[src/hw/rtl/asst_pkg.sv]
// ----------------------------------------------------------------------------
// asst_pkg: shared types and constants of the S5 sleep-type scanner
// Tracker cell layout, AML opcodes and the control word base.
// ----------------------------------------------------------------------------
package asst_pkg;

  // wide enough for every step, length and span count in the parameter range
  localparam int unsigned CtrW = 7;

  localparam logic [7:0] PkgOp      = 8'h12;
  localparam logic [7:0] BytePrefix = 8'h0A;
  localparam logic [15:0] CtlBase   = 16'h2000;

  typedef enum logic [2:0] {
    PH_NAME,
    PH_SEEK,
    PH_LEN,
    PH_VAL,
    PH_DONE
  } phase_e;

  typedef struct packed {
    logic              valid;
    phase_e            phase;
    logic [CtrW-1:0]   ctr;
    logic              pend;
    logic [1:0]        cnt;
    logic [7:0]        v0;
    logic [7:0]        v1;
  } trk_t;

  // characters of the name _S5_
  function automatic logic [7:0] name_char(input logic [1:0] idx);
    logic [7:0] c;
    case (idx)
      2'd0:    c = 8'h5F;
      2'd1:    c = 8'h53;
      2'd2:    c = 8'h35;
      default: c = 8'h5F;
    endcase
    return c;
  endfunction

endpackage

[src/hw/rtl/asst_cell.sv]
// ----------------------------------------------------------------------------
// asst_cell: one candidate tracker of the scan chain
// Takes the tracker of its left neighbor and advances it by one table byte.
// ----------------------------------------------------------------------------
module asst_cell #(
  parameter int unsigned SEARCH_LIMIT     = 40,
  parameter int unsigned LENGTH_BYTES_MAX = 5,
  parameter int unsigned VALUE_SPAN       = 20
) (
  input  logic          clk_i,
  input  logic          rst_ni,
  input  logic          shift_i,
  input  logic          consume_i,
  input  logic [7:0]    byte_i,
  input  asst_pkg::trk_t prev_i,
  output asst_pkg::trk_t cell_o
);

  localparam logic [asst_pkg::CtrW-1:0] SeekMax = asst_pkg::CtrW'(SEARCH_LIMIT);
  localparam logic [asst_pkg::CtrW-1:0] LenLast = asst_pkg::CtrW'(LENGTH_BYTES_MAX - 1);
  localparam logic [asst_pkg::CtrW-1:0] SpanMax = asst_pkg::CtrW'(VALUE_SPAN);

  asst_pkg::trk_t cell_q, cell_d;

  always_comb begin
    cell_d = prev_i;
    if (consume_i && prev_i.valid) begin
      case (prev_i.phase)
        asst_pkg::PH_NAME: begin
          if (byte_i != asst_pkg::name_char(prev_i.ctr[1:0])) begin
            cell_d.valid = 1'b0;
          end else if (prev_i.ctr[1:0] == 2'd3) begin
            cell_d.phase = asst_pkg::PH_SEEK;
            cell_d.ctr   = '0;
          end else begin
            cell_d.ctr = prev_i.ctr + 1'b1;
          end
        end
        asst_pkg::PH_SEEK: begin
          if (byte_i == asst_pkg::PkgOp) begin
            cell_d.phase = asst_pkg::PH_LEN;
            cell_d.ctr   = '0;
          end else if (prev_i.ctr == SeekMax) begin
            cell_d.valid = 1'b0;
          end else begin
            cell_d.ctr = prev_i.ctr + 1'b1;
          end
        end
        asst_pkg::PH_LEN: begin
          if (!byte_i[7] || prev_i.ctr == LenLast) begin
            cell_d.phase = asst_pkg::PH_VAL;
            cell_d.ctr   = '0;
            cell_d.pend  = 1'b0;
          end else begin
            cell_d.ctr = prev_i.ctr + 1'b1;
          end
        end
        asst_pkg::PH_VAL: begin
          cell_d.ctr = prev_i.ctr + 1'b1;
          if (prev_i.pend || (byte_i != asst_pkg::BytePrefix && !byte_i[7])) begin
            if (prev_i.cnt == 2'd0) cell_d.v0 = byte_i;
            else                    cell_d.v1 = byte_i;
            cell_d.cnt  = prev_i.cnt + 1'b1;
            cell_d.pend = 1'b0;
            if (prev_i.cnt == 2'd1 || cell_d.ctr >= SpanMax) cell_d.phase = asst_pkg::PH_DONE;
          end else if (byte_i == asst_pkg::BytePrefix) begin
            // value follows, even past the span end
            cell_d.pend = 1'b1;
          end else if (cell_d.ctr >= SpanMax) begin
            cell_d.phase = asst_pkg::PH_DONE;
          end
        end
        default: ;
      endcase
    end
  end

  always_ff @(posedge clk_i or negedge rst_ni) begin
    if (!rst_ni) begin
      cell_q <= '0;
    end else if (shift_i) begin
      cell_q <= cell_d;
    end
  end

  assign cell_o = cell_q;

endmodule

[config.mk]
export PLATFORM = sky130hd
export DESIGN_NAME = asst_cell
export DESIGN_NICKNAME = d
export VERILOG_FILES = /design/src/hw/rtl/asst_pkg.sv /design/src/hw/rtl/asst_cell.sv
export SDC_FILE = /design/constraint.sdc
export NUM_CORES = 1
export LEC_CHECK = 0
export BUFFER_PORTS_ARGS = -buffer_cell sky130_fd_sc_hd__buf_2
export CAP_MARGIN = 20
export CORE_ASPECT_RATIO = 1.1
export CORE_MARGIN = 5
export CORE_UTILIZATION = 50
export CTS_CLUSTER_DIAMETER = 150
export DETAILED_ROUTE_END_ITERATION = 8
export PLACE_DENSITY_LB_ADDON = 0.05
export SETUP_SLACK_MARGIN = 0.05
export SYNTH_ARGS = -nofsm -noshare
export SYNTH_HDL_FRONTEND = slang
export SYNTH_SLANG_ARGS = --single-unit
[constraint.sdc]
create_clock -name clk_i -period 1.2 [get_ports clk_i]
set_input_delay 0 -clock clk_i [delete_from_list [all_inputs] [get_ports clk_i]]
set_output_delay 0 -clock clk_i [all_outputs]
set_load 0.1 [all_outputs]
==> flow_summary.toml <==
[drt]
firstDrtPassIters = 4
wl_mm = 7.04
vias = 2299
post-route-drc-count = 0
ant_nets = 0
dr.first_iter.drc_count = 124
vias_per_cell = 5.66
wire_per_inst_um = 17.3

[worst_setup_path]
path_max_fanout = 5
critPathKind = "input port to flip-flop"
endpoint = "cell_o[20]"
critPathLaunchType = "input port"
crit_arrival_ns = 1.51
cp-startpoint = "prev_i[19]"
reg2reg_to = "cell_o[24]"
crit_buf_inv = 2
cp-end-kind = "flip-flop"
max_stage_delay_ns = 0.38
worstSetupPathDepth = 9
r2r_setup_slack_ns = 0.28
reg2regPathDepth = 3
worst_path_max_delay_cell = "a211oi_4"
r2r_start = "cell_o[24]"
cp.required_ns = 1.35
cpLargestDelayFamily = "compound AO/OA/AOI/OAI gates"
crit_chain = "buf_12 -> inv_12 -> ha_4 -> nor3b_4 -> nand4b_1 -> a211oi_4 -> nor2_2 -> a21oi_1 -> o211ai_1"

[outcome]
outcome = "finished, violations left"
violations = "setup timing"

[yosys]
synthMuxAreaShare_pct = 7.75
synth-compound-area-share_pct = 21.3
synthTopCellsByArea = "dfrtp_1 36%, mux2i_1 7.8%, a21oi_1 6.8%, nor2_1 6.2%, ha_1 4.2%"
async_reset_ff_share_pct = 100
synth_seq_cells = 30
ys_seq_area_share_pct = 36.3
synth_nets = 274
synth_fa_ha_area_share_pct = 4.24
synth.avg_cell_area_um2 = 9.18
synth_top_area_share_pct = 36.3
synth_area_um2 = 2070
ys_warn_count = 0
synth.most_common_cell = "nor2_1"
synth_commonest_cells = "34 x nor2_1, 30 x dfrtp_1, 28 x a21oi_1, 16 x mux2i_1"
netlist_instances = 225
synthFlopType = "dfrtp_1"
synth_top_family_by_area = "simple AND/OR/NAND/NOR gates"
synthXorXnorAreaFrac_pct = 2.54
synth_cell_types = 50
synth-simple-area-share_pct = 23.6
synth_edf_count = 0
synth.largest_area_cell = "dfrtp_1"

[sta]
report.final.hold_viol_count = 0
drv_slew = 0
fin_skew_ns = 0
rsz0062_at_grt = "yes"
setup_viol = 13
fin_crit_ns = 1.35
max_freq_mhz = 739
final.setup.worst_slack_ns = -0.154
period_share_pct = 113
fin_tns_setup_ns = -1.00
tightestPinTransition_ns = 0.507
relSlewSlack_pct = 66.5
hold_ws_ns = 0.000910

[placed_design]
io_buffers = 71
place_ws_ns = -0.542
dpl_cell_area_um2 = 2930
place_congestion = 0.969
dp_hpwl_mm = 4.88
place_inst = 384

[clock_network]
worstSkewPairLatency_ns = 0.28
clockBufferDepth = 2
cts_buffers = 5
cts_tree = "yes"
clk_pin_slew_ns = 0.07
root_buffer = "clkbuf_8"
clock_sinks = 30
htree_levels = 2

[pwr]
leakage_nw = 1.59
finalPower_mw = 3.64
peakVddDrop_uv = 708
p_per_area_nw_per_um2 = 1080

[grt]
grt_first_pass_wirelength_mm = 10.9
grt_pass1_vias = 2318
grt_usage_pct = 25.1
grt_start_max_net_pins = 37
overflow = 0
antenna_found_initial = 0

[cells_and_area]
largest_reg_flops = 30
final_area_um2 = 3380
syn2layout_area_growth_pct = 63.5
final_util_pct = 84.6
fin_nets = 402
n_antenna_cell = 0
finalNonFillerCells = 406
drive_gt1_share_pct = 55.6

[floorplanning]
die_w_um = 71.3
row_count = 24
core_area_um2 = 3990
fp.dieArea_um2 = 5520
die_h_um = 77.4
start_util_pct = 51.7
io_pins = 72

[flow_run]
drv_cap = 0

[min_path]
hold_class = "input port to flip-flop"
[layout make-up]
| cell class | count | area [um^2] |
|---|---|---|
| multi-input combinational | 174 | 1500 |
| inverter | 9 | 53.8 |
| sequential | 30 | 763 |
| clock buffer | 7 | 86.3 |
| fill | 230 | 616 |
| clock inverter | 1 | 5.00 |
| tap | 52 | 65.1 |
| timing repair buffer | 133 | 907 |
[worst min path at each step]
stage	end	slack (ns)	depth (start not counted)	start
after floorplan	cell_o[0]	-0.30	0	rst_ni
after global placement	cell_o[10]	0.03	2	rst_ni
after detailed placement	cell_o[13]	0.03	2	rst_ni
after CTS	cell_o[5]	0.00004	3	prev_i[5]
after global routing	cell_o[2]	0.02	3	prev_i[2]
final	cell_o[2]	0.0009	3	prev_i[2]
[worst reg2reg max path, stage by stage, from the launching register on]
cell and delay, ns:
dfrtp_2 0.41, nor2b_1 0.13, a31oi_1 0.16, o31ai_1 0.10
[metal layers]
metal,vias up,global-route usage [%],part of all wire [%]
met1,1085,29.6,39
met5,-,0,0
met4,0,11.5,3.6
met2,116,42.9,50
met3,26,5.56,7.5
li1,1072,-,-
[logic make-up (layout without fill, tap and decap cells)]
logic type / count (synthesis) / in the layout
compound gates: 63 / 63
xor+xnor: 6 / 6
fa+ha+maj: 7 / 7
buf+inv: 21 / 150
flops: 30 / 30
mux: 16 / 16
simple gates: 82 / 82
[what timing repair did]
action,4_1_cts,5_1_grt
setup endpoints to repair,27,23
hold endpoints to repair,30,0
gates resized for setup,30,24
pin swaps,26,30
hold buffers,1,0
setup buffers,8,5
[where the power goes]
group | switching, mW | total, mW | leakage [nW] | internal [mW]
combinational | 1.17 | 1.63 | 1.21 | 0.458
sequential | 0.0504 | 1.17 | 0.331 | 1.12
clock | 0.387 | 0.849 | 0.0482 | 0.462
total | 1.61 | 3.64 | 1.59 | 2.04
[cell usage in the layout (no fill, tap or decap), types with 3 or more instances in the layout]
master and count:
a21oi_1 23, a21oi_2 5, a31oi_1 5, buf_12 3, buf_2 66, buf_4 56, buf_6 5, clkbuf_8 6
dfrtp_1 20, dfrtp_2 10, ha_1 3, ha_4 4, inv_1 6, mux2i_1 14, nand2_1 6, nand2b_1 4
nand3_1 5, nand3b_1 4, nor2_1 32, nor2b_1 5, o211ai_1 3, o21ai_0 4, o21ai_2 3
Power figures use the tool's default switching activity.
